===== src/rtl/snapid_pkg.sv =====
// ----------------------------------------------------------------------------
// snapid_pkg
// Types and constants shared by the single-neuron adaptive pid block.
// ----------------------------------------------------------------------------
package snapid_pkg;

   // field and state widths
   localparam int ERR_W   = 16;
   localparam int WGT_W   = 32;
   localparam int TOT_W   = 32;
   localparam int RATE_W  = 24;
   localparam int CFG16_W = 16;

   // shared multiplier operand and product widths
   localparam int MUL_W   = 33;
   localparam int PROD_W  = 2 * MUL_W;

   // divider: dividend = |num| * gain, divisor = sum of weight magnitudes
   localparam int DIVD_W  = 79;
   localparam int DIVS_W  = 34;
   localparam int QUO_W   = 47;
   localparam int QCNT_W  = 6;

   // configuration port
   localparam int CSR_IDX_W  = 3;
   localparam int CSR_DATA_W = 32;

   localparam logic [CSR_IDX_W-1:0] REG_OUT_MAX   = 3'd0;
   localparam logic [CSR_IDX_W-1:0] REG_OUT_MIN   = 3'd1;
   localparam logic [CSR_IDX_W-1:0] REG_DB_RATIO  = 3'd2;
   localparam logic [CSR_IDX_W-1:0] REG_GAIN      = 3'd3;
   localparam logic [CSR_IDX_W-1:0] REG_RATE_I    = 3'd4;
   localparam logic [CSR_IDX_W-1:0] REG_RATE_P    = 3'd5;
   localparam logic [CSR_IDX_W-1:0] REG_RATE_D    = 3'd6;
   localparam logic [CSR_IDX_W-1:0] REG_START_WGT = 3'd7;

   typedef struct packed {
      logic signed [ERR_W-1:0] error_in;
      logic                    restart;
   } req_type;

   typedef struct packed {
      logic signed [ERR_W-1:0] drive;
      logic                    in_deadband;
      logic                    clamped;
   } rsp_type;

endpackage


===== src/rtl/snapid_mul.sv =====
// ----------------------------------------------------------------------------
// snapid_mul
// Shared signed multiplier with a registered product.
// ----------------------------------------------------------------------------
module snapid_mul
   import snapid_pkg::*;
(
   input  logic                     clock,
   input  logic signed [MUL_W-1:0]  op_a,
   input  logic signed [MUL_W-1:0]  op_b,
   output logic signed [PROD_W-1:0] prod
);

   logic signed [PROD_W-1:0] prod_ff;
   logic signed [PROD_W-1:0] prod_in;

   // full-width product of the sign-extended operands
   assign prod_in = PROD_W'(op_a) * PROD_W'(op_b);

   always_ff @(posedge clock) begin
      prod_ff <= prod_in;
   end

   assign prod = prod_ff;

endmodule


===== config.mk =====
export PLATFORM = sky130hd
export DESIGN_NAME = snapid_mul
export DESIGN_NICKNAME = d
export VERILOG_FILES = /design/src/rtl/snapid_pkg.sv /design/src/rtl/snapid_mul.sv
export SDC_FILE = /design/constraint.sdc
export NUM_CORES = 2
export LEC_CHECK = 0
export BUFFER_PORTS_ARGS = -buffer_cell sky130_fd_sc_hd__buf_2
export CORE_MARGIN = 4
export CORE_UTILIZATION = 67
export CTS_CLUSTER_DIAMETER = 80
export DETAILED_ROUTE_END_ITERATION = 8
export GPL_ROUTABILITY_DRIVEN = 0
export GPL_TIMING_DRIVEN = 1
export PLACE_DENSITY = 0.95
export RECOVER_POWER = 50
export SYNTH_ARGS = -nofsm -noshare
export SYNTH_HDL_FRONTEND = slang
export SYNTH_SLANG_ARGS = --single-unit

===== constraint.sdc =====
create_clock -name clock -period 9.5 [get_ports clock]
set_clock_uncertainty 0.1 [all_clocks]
set_input_delay 0.475 -clock clock [delete_from_list [all_inputs] [get_ports clock]]
set_output_delay 0.475 -clock clock [all_outputs]
set_load 0.01 [all_outputs]

==> flow_summary.toml <==
[setup_path]
critPathSlowestCell = "clkbuf_1"
path_class = "input pin to register"
crit_start = "op_a[0]"
worstPathCellList = "clkbuf_1 -> nand2b_1 -> fa_1 -> fa_1 -> inv_1 -> fa_1 -> fa_1 -> fa_1 -> fa_1 -> fa_1 -> inv_1 -> fa_1 -> inv_1 -> ha_1 -> a21oi_1 -> o21bai_1 -> a311oi_1 -> nor4_1 -> o21a_1 -> a211oi_2 -> o21ai_1 -> o41ai_2 -> xnor2_1"
endpoint = "prod[59]"
required_ns = 9.73
cp.arrival_ns = 8.96
worstSetupStartpointType = "input pin"
cpPeakStageDelay_ns = 1.28
cp-end-kind = "register"
path_max_fanout = 33
crit_top_cell = "fa_1"

[min_path]
min_path_cells = 2
hold_path.class = "input pin to register"

[die]
core_um2 = 59400
start_util_pct = 68.0
die-area_um2 = 64200
io_pins = 133
dieWidth_um = 253
num_rows = 89
fp.dieH_um = 253

[yosys]
synth_most_common_cell = "fa_1"
synth.distinct_cells = 61
synthArstFlopShare_pct = 0
ys_ff_latch = 66
syn_area_per_cell_um2 = 9.38
synth_area_leaders = "fa_1 (57%), inv_1 (11%), and2_1 (8.7%)"
ys_top_cells_by_count = "fa_1 (1145), inv_1 (1133), and2_1 (562), nand2_1 (543), clkbuf_1 (220)"
yosys_warnings = 0
yosysSeqAreaShare_pct = 3.27
synth_edf_count = 0
yosys.area.top_type_share_pct = 56.8
syn_area_um2 = 40400
ys.flop_type = "dfxtp_1"
yosysTopAreaCell = "fa_1"
postSynthCellCount = 4302
syn-num-nets = 5731

[timing]
setup-violations-final = 0
max_freq_mhz = 115
finalHoldViolations = 0
finalCritPeriodShare_pct = 91.9
whs_ns = 0.532
setup_tns_ns = 0
relSlewSlack_pct = -21.4
rsz0062_at_grt = "false"
worst_pin_slew_ns = 1.82
period_minus_slack_ns = 8.73
final_max_slew_viol_count = 34

[drt]
antenna_left = 0
drcViolationCount = 3
drt-vias-per-instance = 6.27
drtIter0Drc = 4000
via_count = 31575
avgRoutedWirePerCell_um = 24.5
firstDrtPassIters = 9
routed_wl_mm = 123
wl_met1_mm = 35.9
highest_layer = "met5"
route.met3.wl_mm = 19.1
wl_met2_mm = 55.4

[global_routing]
grt_max_degree = 34
grt_overflow_total = 0
grt_pass1_wl_mm = 198
track_usage_pct = 40.7
grt_pass1_vias = 36936
grt_antenna_before_repair = 12

[cts]
cts-root-buf = "clkbuf_16"
cts_setup_buffers = 0
cts_tree = "yes"
numCtsBuffers = 9
ctsHoldBuffers = 0
cts.sinks = 66
htree_num_levels = 3
clockBufferDepth = 2
post_cts_resized = 0
clk_pin_slew_ns = 0.08

[cells_and_area]
nFillCells = 3590
stdcell_area_um2 = 41600
largest_register_ffs = 66
syn_to_final_growth_pct = 3.02
nets = 5675
drive_above_1_share_pct = 2.96
multi_input_area_um2 = 34000
finish.utilization_pct = 70.1
register_area_um2 = 1320

[status]
violations = "DRC, capacitance limit, slew limit"
status = "finished with violations"

[placed_design]
io_buffer_count = 132
hpwl_mm = 94.9
placed_area_um2 = 41300

[job]
drv_cap = 1
==> logic make-up (layout without fill, tap and decap cells) <==
logic type                 Yosys count  after routing  share of synthesized area, %
AOI/OAI and AO/OA                  217            217                          3.60
xor gates and xnor gates            75             75                          1.63
adders and majority gates         1362           1362                          63.5
buffers and inverters             1354           1303                          12.6
DFF                                 66             66                          3.27
other                                0             13                             0
and+or+nand+nor                   1228           1228                          15.4
==> cell type report <==
class / instances / area share [%]
clock buffer: 11 / 0.560
multi-input combinational: 2882 / 81.7
antenna: 13 / 0.0782
inverter: 1133 / 10.2
timing repair buffer: 154 / 1.79
sequential: 66 / 3.18
tap: 773 / 2.33
clock inverter: 5 / 0.190
==> worst max-delay path: cells and delay by family <==
| family | cells | cell delay, ns |
|---|---|---|
| adders and majority gates | 9 | 4.49 |
| AOI/OAI and AO/OA | 7 | 1.93 |
| buffers and inverters | 4 | 1.49 |
| and+or+nand+nor | 2 | 0.40 |
| xor gates and xnor gates | 1 | 0.15 |
==> worst min path at each step <==
stage / start / endpoint
after detailed placement: prod[53] / prod[53]
final: op_b[0] / prod[0]
after CTS: op_b[0] / prod[0]
after floorplan: op_a[0] / prod[0]
after global routing: op_b[0] / prod[0]
after global placement: prod[8] / prod[8]
==> placed cells by master, fill, tap and decap left out, types with 13 or more instances in the layout <==
master	count
buf_4	22
nand2_1	543
ha_1	217
clkbuf_1	67
buf_2	67
xor2_1	20
dfxtp_1	66
a21oi_1	73
o21ai_0	37
xnor2_1	55
inv_1	1133
a21o_1	28
fa_1	1145
and2_1	561
diode_2	13
nor2_1	47
nand3_1	18
==> through the flow <==
| stage | setup WS (ns) | instances |
|---|---|---|
| 2_1_floorplan | 1.70 | 4302 |
| 3_3_place_gp | 0.939 | 5008 |
| 3_5_place_dp | 0.776 | 5008 |
| 4_1_cts | 1.08 | 5024 |
| 5_1_grt | 0.597 | 5026 |
| 6_report | 0.768 | 5037 |
==> layer usage <==
| metal | vias up | track usage, % |
|---|---|---|
| met3 | 1152 | 18.4 |
| met4 | 10 | 32.7 |
| met5 | - | 0 |
| met1 | 15332 | 44.5 |
| li1 | 12090 | - |
| met2 | 2991 | 61.5 |
Power is not shown: default switching activity piles up to over one toggle a cycle in this logic, so the estimate is an artifact.
