File: config.mk
export PLATFORM = sky130hd
export DESIGN_NAME = snapid_div
export DESIGN_NICKNAME = d
export VERILOG_FILES = /design/src/rtl/snapid_pkg.sv /design/src/rtl/snapid_div.sv
export SDC_FILE = /design/constraint.sdc
export NUM_CORES = 1
export LEC_CHECK = 0
export BUFFER_PORTS_ARGS = -buffer_cell sky130_fd_sc_hd__buf_4
export CAP_MARGIN = 20
export CORE_MARGIN = 3
export CORE_UTILIZATION = 49
export DETAILED_ROUTE_END_ITERATION = 6
export GPL_TIMING_DRIVEN = 0
export PLACE_DENSITY = 0.79
export SLEW_MARGIN = 10
export SYNTH_ARGS = -nofsm -noshare
export SYNTH_HDL_FRONTEND = slang
export SYNTH_SLANG_ARGS = --single-unit
File: constraint.sdc
create_clock -name clock -period 3.5 [get_ports clock]
set_input_delay 1.05 -clock clock [delete_from_list [all_inputs] [get_ports clock]]
set_output_delay 1.05 -clock clock [all_outputs]
set_load 0.005 [all_outputs]
File: src/rtl/snapid_pkg.sv
// ----------------------------------------------------------------------------
// snapid_pkg
// Types and constants shared by the single-neuron adaptive pid block.
// ----------------------------------------------------------------------------
package snapid_pkg;

   // field and state widths
   localparam int ERR_W   = 16;
   localparam int WGT_W   = 32;
   localparam int TOT_W   = 32;
   localparam int RATE_W  = 24;
   localparam int CFG16_W = 16;

   // shared multiplier operand and product widths
   localparam int MUL_W   = 33;
   localparam int PROD_W  = 2 * MUL_W;

   // divider: dividend = |num| * gain, divisor = sum of weight magnitudes
   localparam int DIVD_W  = 79;
   localparam int DIVS_W  = 34;
   localparam int QUO_W   = 47;
   localparam int QCNT_W  = 6;

   // configuration port
   localparam int CSR_IDX_W  = 3;
   localparam int CSR_DATA_W = 32;

   localparam logic [CSR_IDX_W-1:0] REG_OUT_MAX   = 3'd0;
   localparam logic [CSR_IDX_W-1:0] REG_OUT_MIN   = 3'd1;
   localparam logic [CSR_IDX_W-1:0] REG_DB_RATIO  = 3'd2;
   localparam logic [CSR_IDX_W-1:0] REG_GAIN      = 3'd3;
   localparam logic [CSR_IDX_W-1:0] REG_RATE_I    = 3'd4;
   localparam logic [CSR_IDX_W-1:0] REG_RATE_P    = 3'd5;
   localparam logic [CSR_IDX_W-1:0] REG_RATE_D    = 3'd6;
   localparam logic [CSR_IDX_W-1:0] REG_START_WGT = 3'd7;

   typedef struct packed {
      logic signed [ERR_W-1:0] error_in;
      logic                    restart;
   } req_type;

   typedef struct packed {
      logic signed [ERR_W-1:0] drive;
      logic                    in_deadband;
      logic                    clamped;
   } rsp_type;

endpackage

File: src/rtl/snapid_div.sv
// ----------------------------------------------------------------------------
// snapid_div
// Restoring divider, one quotient bit per cycle, quotient known to fit.
// ----------------------------------------------------------------------------
module snapid_div
   import snapid_pkg::*;
(
   input  logic              clock,
   input  logic              reset,
   input  logic              start,
   input  logic [DIVD_W-1:0] dividend,
   input  logic [DIVS_W-1:0] divisor,
   output logic [QUO_W-1:0]  quotient,
   output logic              done
);

   logic [DIVS_W-1:0] rem_ff,  rem_in;
   logic [QUO_W-1:0]  dq_ff,   dq_in;
   logic [QCNT_W-1:0] cnt_ff,  cnt_in;
   logic              busy_ff, busy_in;
   logic              done_ff, done_in;
   logic [DIVS_W:0]   trial;
   logic              ge;

   // shift in the next dividend bit and test against the divisor
   assign trial = {rem_ff, dq_ff[QUO_W-1]};
   assign ge    = trial >= {1'b0, divisor};

   always_comb begin
      rem_in  = rem_ff;
      dq_in   = dq_ff;
      cnt_in  = cnt_ff;
      busy_in = busy_ff;
      done_in = 1'b0;
      if (start) begin
         rem_in  = DIVS_W'(dividend[DIVD_W-1:QUO_W]);
         dq_in   = dividend[QUO_W-1:0];
         cnt_in  = '0;
         busy_in = 1'b1;
      end else if (busy_ff) begin
         rem_in = ge ? DIVS_W'(trial - {1'b0, divisor}) : trial[DIVS_W-1:0];
         dq_in  = {dq_ff[QUO_W-2:0], ge};
         cnt_in = cnt_ff + 1'b1;
         if (cnt_ff == QCNT_W'(QUO_W - 1)) begin
            busy_in = 1'b0;
            done_in = 1'b1;
         end
      end
   end

   always_ff @(posedge clock) begin
      rem_ff <= rem_in;
      dq_ff  <= dq_in;
      cnt_ff <= cnt_in;
      if (reset) begin
         busy_ff <= 1'b0;
         done_ff <= 1'b0;
      end else begin
         busy_ff <= busy_in;
         done_ff <= done_in;
      end
   end

   assign quotient = dq_ff;
   assign done     = done_ff;

endmodule

==> flow_summary_export.csv, run 1 <==
group,metric,value,unit
setup_path,worst_setup_path_start_kind,"input pin",
layout,fin_nets,924,
layout,fill_cells,947,
sta,holdWs,535,ps
drt,vias,5370,
grt,grt-ovfl-total,0,
setup_path,cp.required,3600,ps
drt,viasPerCell,5.69,
clock_tree,cts_buffers,9,
yosys,syn_nets,745,
clock_tree,cts_tree,"done",
pwr,irDropWorstVdd,0.000371,V
placement,place_hpwl,12.9,mm
yosys,synth-async-reset-ratio,0,%
floorplan,die_area,13800,um2
pwr,power_leakage,3.46,nW
layout,final_cells,944,
drt,drt_pass1_iterations,5,
drt,drt_iter0_drc,361,
layout,finish.utilization,66.0,%
yosys,synth_area,6070,um2
drt,antenna_left,0,
clock_tree,htree_num_levels,3,
drt,drc,0,
setup_path,cp-end-kind,"flip-flop",
drt,wl_per_cell,18.2,um
clock_tree,clkSinkCount,89,
grt,grt_pass1_wl,26.4,mm
floorplan,rows,40,
placement,portBuffers,162,
floorplan,die_w,117,um
setup_path,worstSetupPathType,"in -> reg",
grt,grt_max_degree,60,
placement,dp_cells,923,
floorplan,ios,164,
sta,hold_violations,0,
sta,fin_skew,7.18,ps
yosys,ys_seq_area_share,42.4,%
placement,place_ws,-407,ps
job,timing.max_cap.violations,0,
setup_path,cp_data_arrival_time,3520,ps
sta,relSlewSlack,51.3,%
sta,setup_ws,82.5,ps
sta,worst_slew_pin_slew,731,ps
run_status,status,"finished clean",
clock_tree,cts_hold_buf,0,
setup_path,worst-path-max-fanout,7,
pwr,switching_power,1.49,mW
sta,drv_slew,0,
sta,setup_viol,0,
sta,period_share,97.6,%
grt,grt_pass1_vias,5445,
pwr,switching_share,35.1,%
min_path,min_path_type,"reg -> reg",
grt,grt.total_usage,24.7,%
yosys,syn_inst,592,
clock_tree,clk_pin_slew_worst_paths,70,ps
clock_tree,ctsRootBufferMaster,"clkbuf_16",
sta,fin_crit,3420,ps
floorplan,core_area,12100,um2
yosys,avgSynthCellArea,10.2,um2
drt,wl,17.2,mm
pwr,p_clk_share,23.4,%
pwr,combPwrFrac,42.3,%
clock_tree,clk_latency,350,ps
placement,place_congestion,0.938,
layout,area_growth,31.2,%
clock_tree,clockBufferDepth,2,
yosys,ys_seq_elements,89,
layout,n_antenna_cell,0,
pwr,p_int,2.75,mW
pwr,power_frac_seq,34.2,%
grt,grt_antenna_before_repair,0,
yosys,ys.flop_type,"edfxtp_1",
pwr,power_density,533,nW/um2
floorplan,die_h,117,um
yosys,synth_edf_count,79,
layout,drive_gt1_share,36.1,%
yosys,yosysUniqueCellTypes,72,
floorplan,start_util,50.3,%
yosys,yosys_warnings,0,
pwr,totalPowerFinal,4.24,mW
sta,fmax,293,MHz
power by group through the flow:
stage / Combinational (mW) / Clock (mW) / Sequential, mW
2_1_floorplan: 1.19 / 0 / 1.45
3_3_place_gp: 1.63 / 0 / 1.47
3_5_place_dp: 1.68 / 0 / 1.47
4_1_cts: 1.70 / 1.01 / 1.45
5_1_grt: 1.95 / 1.05 / 1.47
6_report: 1.80 / 0.995 / 1.45
area by class of cell:
cell class	count	area [um2]	area share, %
timing repair buffer	168	1280	16.1
clock inverter	7	75.1	0.943
sequential	89	2570	32.3
multi-input combinational	434	3270	41.0
clock buffer	9	225	2.83
buffer	25	168	2.11
inverter	44	165	2.07
tap	168	210	2.64
layer usage:
layer | routed length (um) | part of all wire (%) | vias up | global-route usage [%]
li1 | - | - | 2540 | -
met4 | 428 | 2.5 | 0 | 10.9
met3 | 1730 | 10 | 38 | 8.43
met2 | 8450 | 49 | 242 | 42.1
met5 | 0 | 0 | - | 0
met1 | 6590 | 38 | 2550 | 28.0
sequential cells by signal, summed over array words and instances, names as in the netlist:
| name | count |
|---|---|
| done | 1 |
| quotient | 47 |
| rem_ff | 34 |
| cnt_ff | 6 |
| busy_ff | 1 |
worst paths after layout:
| path | end | cells past startpoint | slack (ps) | startpoint |
|---|---|---|---|---|
| max | rem_ff[25]$_DFFE_PP_ | 13 | 80 | divisor[8] |
| min | cnt_ff[5]$_SDFFE_PP0P_ | 2 | 530 | cnt_ff[5]$_SDFFE_PP0P_ |
| min reg2reg | cnt_ff[5]$_SDFFE_PP0P_ | 2 | 530 | cnt_ff[5]$_SDFFE_PP0P_ |
| max reg2reg | rem_ff[25]$_DFFE_PP_ | 10 | 500 | rem_ff[14]$_DFFE_PP_ |
stage by stage:
stage                     setup TNS (ps)  instance area [um2]
after floorplan                        0                 6070
final                                  0                 7960
after CTS                          -3.62                 7840
after global routing               -56.4                 7960
after global placement            -12370                 7490
after detailed placement           -9330                 7520
worst max-delay path, stage by stage:
cell and delay (ps):
buf_4 110, inv_1 50, ha_2 310, a21oi_1 170, o21ai_0 130, a221o_2 430
o2111ai_2 230, a211oi_2 120, o21ai_4 270, buf_4 170, nor2_2 80, o31a_1 120
a311o_1 260
cell usage in the layout (no fill, tap or decap), types with 3 or more instances in the layout:
cell       count
a31oi_1        5
inv_6          3
edfxtp_1      79
mux2i_1       10
xnor2_1       20
o21a_1         6
nor3b_1        5
nor2_1        39
o211ai_1       3
o21ai_0       28
nor2b_1        3
a211oi_1       7
mux2_2        46
inv_1         44
buf_6          3
and2_1         8
nand2b_1       3
ha_1          33
o211a_1        3
buf_4        172
nand2_1       45
and3_1         3
a21oi_1       48
nand3_1       10
dfxtp_1       10
xor2_1         8
ha_2           3
clkbuf_16      9
clkbuf_1      13
nor3_1         7
a21o_1        15
o21ai_1        9
nand4_1        7
cells by family after synthesis:
group           after synthesis  synth area share (%)
fa+ha+maj                    37                  7.75
compound gates              161                  17.8
xor+xnor                     28                  4.04
mux                          56                  10.2
buf+inv                      69                  5.47
flops                        89                  42.4
simple gates                152                  12.4
cell usage after synthesis (3+ instances only):
library cell / n / share of area (%)
inv_1: 44 / 2.7
clkbuf_1: 13 / 0.80
a21o_1: 15 / 1.9
nor2_1: 40 / 2.5
buf_4: 5 / 0.62
o211a_1: 3 / 0.49
nand4_1: 7 / 0.72
mux2_2: 46 / 8.5
nand2b_1: 3 / 0.31
o211ai_1: 3 / 0.37
a31oi_1: 5 / 0.52
mux2i_1: 10 / 1.6
o21ai_0: 30 / 2.5
clkbuf_8: 3 / 0.68
xor2_1: 8 / 1.2
nor3b_1: 6 / 0.74
nor3_1: 8 / 0.66
buf_6: 3 / 0.56
ha_1: 36 / 7.4
a211oi_1: 9 / 1.1
and3_1: 3 / 0.31
o21ai_1: 8 / 0.66
o21a_1: 6 / 0.74
nand2_1: 45 / 2.8
nand3_1: 10 / 0.82
a21oi_1: 51 / 4.2
nor2b_1: 4 / 0.41
and2_1: 8 / 0.82
edfxtp_1: 79 / 39
dfxtp_1: 10 / 3.3
xnor2_1: 20 / 2.9
repair_timing:
item	4_1_cts	5_1_grt
pin swaps	0	6
buffers inserted	0	5
gates resized for setup	3	21
endpoints found under the setup margin	4	32
Power figures use the tool's default switching activity.
==> inputs of run 2 (changes only) <==
Settings changed: CORE_ASPECT_RATIO set to 2, PLACE_DENSITY 0.79 to 0.83.
==> run 2 against run 1 <==
Net effect: first-iteration DRC count down 13%; cell count down 2.9%; flip-flop and latch count unchanged.
==> flow_summary_export.csv, run 2 (synthesis gave the netlist of run 1 again) <==
group,metric,value,unit
placement,place_hpwl,13.6,mm
layout,largest_reg_flops,47,
clock_tree,clk_latency,340,ps
drt,wl_per_cell,19.2,um
pwr,totalPowerFinal,4.32,mW
layout,area_growth,30.8,%
setup_path,worst-path-max-fanout,10,
clock_tree,htree_num_levels,3,
drt,viasPerCell,5.76,
drt,drt_iter0_drc,313,
sta,drv_slew,0,
setup_path,cp-end-kind,"flip-flop",
layout,drive_gt1_share,36.1,%
sta,holdWs,496,ps
setup_path,worst_setup_path_start_kind,"input pin",
sta,fin_crit,3450,ps
clock_tree,ctsRootBufferMaster,"clkbuf_16",
grt,gr-usage-met3,5.50,%
placement,place_congestion,0.912,
grt,grt_pass1_vias,5720,
grt,grt_max_degree,47,
pwr,power_leakage,3.47,nW
layout,finish.utilization,66.6,%
floorplan,rows,56,
floorplan,start_util,50.9,%
floorplan,core_area,11900,um2
placement,dp_cells,900,
sta,setup_ws,48.3,ps
drt,drc,0,
sta,rsz0062_at_grt,"true",
grt,use_met2,47.4,%
layout,fin_nets,920,
sta,hold_violations,0,
grt,grt_use_met1,24.3,%
grt,grt.total_usage,25.1,%
pwr,irDropWorstVdd,0.000451,V
drt,wl,17.6,mm
grt,globalRoute.busiestLayer,"met2",
sta,tns,0,ps
grt,grt-ovfl-total,0,
sta,fin_skew,11.4,ps
layout,most-common-layout-cells,"buf_4 (168), edfxtp_1 (79), a21oi_1 (49)",
setup_path,worstSetupPathType,"in -> reg",
setup_path,cp.required,3560,ps
sta,relSlewSlack,47.8,%
drt,drt_pass1_iterations,4,
setup_path,cp_data_arrival_time,3510,ps
pwr,power_density,545,nW/um2
grt,grt_antenna_before_repair,0,
sta,fmax,290,MHz
clock_tree,cts_tree,"done",
clock_tree,cts_hold_buf,0,
layout,final_area,7940,um2
sta,setup_viol,0,
clock_tree,cts_buffers,9,
placement,portBuffers,162,
run_status,status,"finished clean",
floorplan,die_h,163,um
placement,place_ws,-451,ps
layout,final_common_cell,"buf_4",
min_path,min_path_type,"reg -> reg",
placement,dpl_cell_area,7490,um2
clock_tree,clk_pin_slew_worst_paths,70,ps
clock_tree,clockBufferDepth,2,
sta,worst_slew_pin_slew,784,ps
drt,antenna_left,0,
layout,n_antenna_cell,0,
clock_tree,clkSinkCount,89,
sta,period_share,98.6,%
job,timing.max_cap.violations,0,
grt,grt_pass1_wl,27.3,mm
layout,final_cells,917,
floorplan,die_area,13800,um2
drt,vias,5284,
floorplan,die_w,84.7,um
floorplan,ios,164,
==> run 2: cell types whose count changed in the layout (fill, tap and decap cells not counted), moves of 2 or more <==
cell,delta
buf_4,-4
a211oi_2,+2
clkbuf_8,+2
clkinvlp_4,-2
==> run 2: metal layers <==
metal | vias up | part of all wire (%) | wire length (um)
met3 | 51 | 5.8 | 1020
li1 | 2519 | - | -
met5 | - | 0 | 0
met4 | 0 | 4.8 | 848
met2 | 200 | 55 | 9770
met1 | 2514 | 34 | 5990
==> run 2: cell type report <==
class,count,area [um2]
timing repair buffer,165,1250
fill,956,3980
buffer,24,155
clock inverter,6,95.1
sequential,89,2570
inverter,44,165
clock buffer,10,239
multi-input combinational,434,3270
tap,145,181
==> run 2: worst paths after layout <==
check	start	cells after the start	endpoint	slack (ps)
worst max-delay path	divisor[1]	13	rem_ff[9]$_DFFE_PP_	50
worst min-delay path	cnt_ff[5]$_SDFFE_PP0P_	2	cnt_ff[5]$_SDFFE_PP0P_	500
worst max register to register	quotient[46]$_DFFE_PP_	12	rem_ff[26]$_DFFE_PP_	410
worst min register to register	cnt_ff[5]$_SDFFE_PP0P_	2	cnt_ff[5]$_SDFFE_PP0P_	500
==> run 2: report_power, final <==
| part | leakage, nW | switching, mW | internal [mW] |
|---|---|---|---|
| Combinational | 2.42 | 0.968 | 0.817 |
| Clock | 0.164 | 0.432 | 0.655 |
| Sequential | 0.880 | 0.0927 | 1.36 |
| Total | 3.47 | 1.49 | 2.83 |
==> run 2: worst max-delay path: stages <==
cell       delay, ps
buf_4            110
inv_1             40
ha_1             290
nor2b_1          150
o31a_1           280
o31a_2           340
o2111ai_2        230
a211oi_2         120
o21ai_4          270
clkbuf_8         240
nor2_1            80
a211oi_2         230
a21oi_1           70
==> run 2: repair_timing <==
item | 4_1_cts | 5_1_grt
pin swaps | 1 | 14
endpoints found under the hold margin | 0 | 0
endpoints found under the setup margin | 8 | 25
setup buffers | 2 | 0
resized for setup | 4 | 21
==> inputs of run 3 (changes only) <==
Settings changed: GPL_ROUTABILITY_DRIVEN set to 0, PLACE_DENSITY 0.83 to 0.78.
==> run 3 against run 2 <==
Net effect: sequential share of layout area is 0.051 points higher; combinational power hardly changed; clock skew is 1.2 ps lower; final area is 0.16% lower; clock power is 5% lower; hold slack hardly changed; setup slack better by 57 ps; first-iteration DRC count is 5.4% lower.
==> flow_summary_export.csv, run 3 (synthesis gave the netlist of run 1 again) <==
group,metric,value,unit
run_status,status,"finished clean",
placement,dp_cells,900,
min_path,worstHoldEndpoint,"cnt_ff[5]$_SDFFE_PP0P_",
grt,grt_antenna_before_repair,0,
grt,grt_max_degree,64,
placement,place_hpwl,13.5,mm
sta,hold_violations,0,
pwr,combPwrFrac,41.9,%
grt,grt.total_usage,25.3,%
layout,register_area,2570,um2
layout,final_cells,919,
drt,antenna_left,0,
layout,fin_nets,922,
pwr,switching_power,1.53,mW
layout,drive_gt1_share,36.0,%
job,timing.max_cap.violations,0,
setup_path,worstReg2RegEnd,"rem_ff[26]$_DFFE_PP_",
setup_path,crit_chain,"buf_4 -> ha_1 -> fa_2 -> nor2b_4 -> o2111ai_2 -> a211oi_2 -> o21ai_2 -> a211o_1 -> nand3b_1 -> a21oi_1 -> xnor2_1 -> a221o_1",
drt,vias,5389,
floorplan,start_util,50.9,%
drt,drt_iter0_drc,296,
drt,drt_pass1_iterations,5,
layout,largest_reg_flops,47,
clock_tree,cts_buffers,9,
clock_tree,clkSinkCount,89,
floorplan,rows,56,
sta,holdWs,496,ps
drt,drc,0,
clock_tree,cts_tree,"done",
sta,setup_ws,106,ps
floorplan,core_area,11900,um2
layout,fill_cells,954,
setup_path,r2r.worst_path.cells,12,
setup_path,cp.required,3600,ps
pwr,p_int,2.76,mW
grt,grt-ovfl-total,0,
floorplan,ios,164,
setup_path,slowest_stage,"fa_2",
clock_tree,clk_pin_slew_worst_paths,70,ps
layout,final_common_cell,"buf_4",
grt,grt_pass1_wl,27.5,mm
floorplan,die_area,13800,um2
clock_tree,ctsRootBufferMaster,"clkbuf_16",
pwr,power_frac_seq,33.8,%
placement,place_ws,-392,ps
pwr,totalPowerFinal,4.29,mW
sta,fmax,295,MHz
setup_path,cp_data_arrival_time,3500,ps
setup_path,r2r_slack,480,ps
min_path,min_from,"cnt_ff[5]$_SDFFE_PP0P_",
pwr,power_density,542,nW/um2
placement,dpl_cell_area,7490,um2
setup_path,reg2reg_from,"quotient[46]$_DFFE_PP_",
min_path,holdPathStages,2,
floorplan,die_h,163,um
sta,fin_crit,3390,ps
sta,drv_slew,0,
setup_path,worst-path-max-fanout,3,
clock_tree,htree_num_levels,3,
layout,multi_input_comb_area,3250,um2
clock_tree,cts_hold_buf,0,
sta,setup_viol,0,
drt,viasPerCell,5.86,
drt,wl_per_cell,19.1,um
setup_path,max_stage_delay,380,ps
pwr,power_leakage,3.47,nW
sta,period_share,97.0,%
pwr,switching_share,35.6,%
setup_path,worstSetupPathType,"in -> reg",
clock_tree,clk_latency,350,ps
sta,relSlewSlack,44.1,%
pwr,irDropWorstVdd,0.000368,V
sta,fin_skew,10.2,ps
floorplan,die_w,84.7,um
drt,wl,17.5,mm
layout,final_area,7920,um2
grt,grt_pass1_vias,5784,
sta,worst_slew_pin_slew,838,ps
min_path,min_path_type,"reg -> reg",
pwr,p_clk_share,24.3,%
layout,n_antenna_cell,0,
setup_path,worst_setup_path_start_kind,"input pin",
placement,portBuffers,162,
layout,most-common-layout-cells,"buf_4 (170), edfxtp_1 (79), a21oi_1 (49)",
clock_tree,clockBufferDepth,2,
layout,area_growth,30.6,%
setup_path,cp-end-kind,"flip-flop",
run 3: worst max-delay path: cells and delay by family:
family | cells | cell delay [ps]
compound gates | 6 | 1310
fa+ha+maj | 2 | 600
simple gates | 2 | 270
xor+xnor | 1 | 130
buf+inv | 1 | 120
run 3: how the worst max path moves through the flow:
| stage | start | to | slack (ps) |
|---|---|---|---|
| global placement | divisor[0] | rem_ff[26]$_DFFE_PP_ | -360 |
| finish | divisor[0] | rem_ff[26]$_DFFE_PP_ | 110 |
| global route | divisor[0] | rem_ff[26]$_DFFE_PP_ | -20 |
| CTS | divisor[0] | rem_ff[26]$_DFFE_PP_ | 30 |
| floorplan | divisor[0] | rem_ff[26]$_DFFE_PP_ | 50 |
| detailed placement | divisor[0] | rem_ff[26]$_DFFE_PP_ | -390 |
run 3: routing by layer:
metal	routed length, um	global-route usage, %
met2	9600	46.8
met4	946	15.3
met3	1130	6.36
met5	0	0
met1	5850	24.5
run 3: final cells by class:
type / instances / area share (%)
clock buffers: 9 / 2.84
plain buffers: 25 / 2.15
inverters: 44 / 2.08
clock inverters: 7 / 1.20
flip-flops and latches: 89 / 32.5
multi-input cells: 434 / 41.0
well taps: 145 / 2.29
repair buffers: 166 / 16.0
run 3: power groups by stage:
stage | clock, mW | sequential [mW] | combinational, mW
after detailed placement | 0 | 1.47 | 1.70
after floorplan | 0 | 1.45 | 1.19
after global routing | 1.09 | 1.47 | 1.95
after CTS | 1.06 | 1.45 | 1.71
final | 1.04 | 1.45 | 1.80
after global placement | 0 | 1.47 | 1.64
run 3: stage by stage:
step	utilization [%]	TNS, ps
after CTS	65.7	0
after detailed placement	62.9	-9420
final	66.5	0
after floorplan	-	0
after global routing	66.5	-15.9
after global placement	62.7	-15670
run 3: repair_timing:
action                     4_1_cts  5_1_grt
pin swaps                        1        5
resized for setup                2       20
buffers inserted                 0        3
setup endpoints to repair        6       32
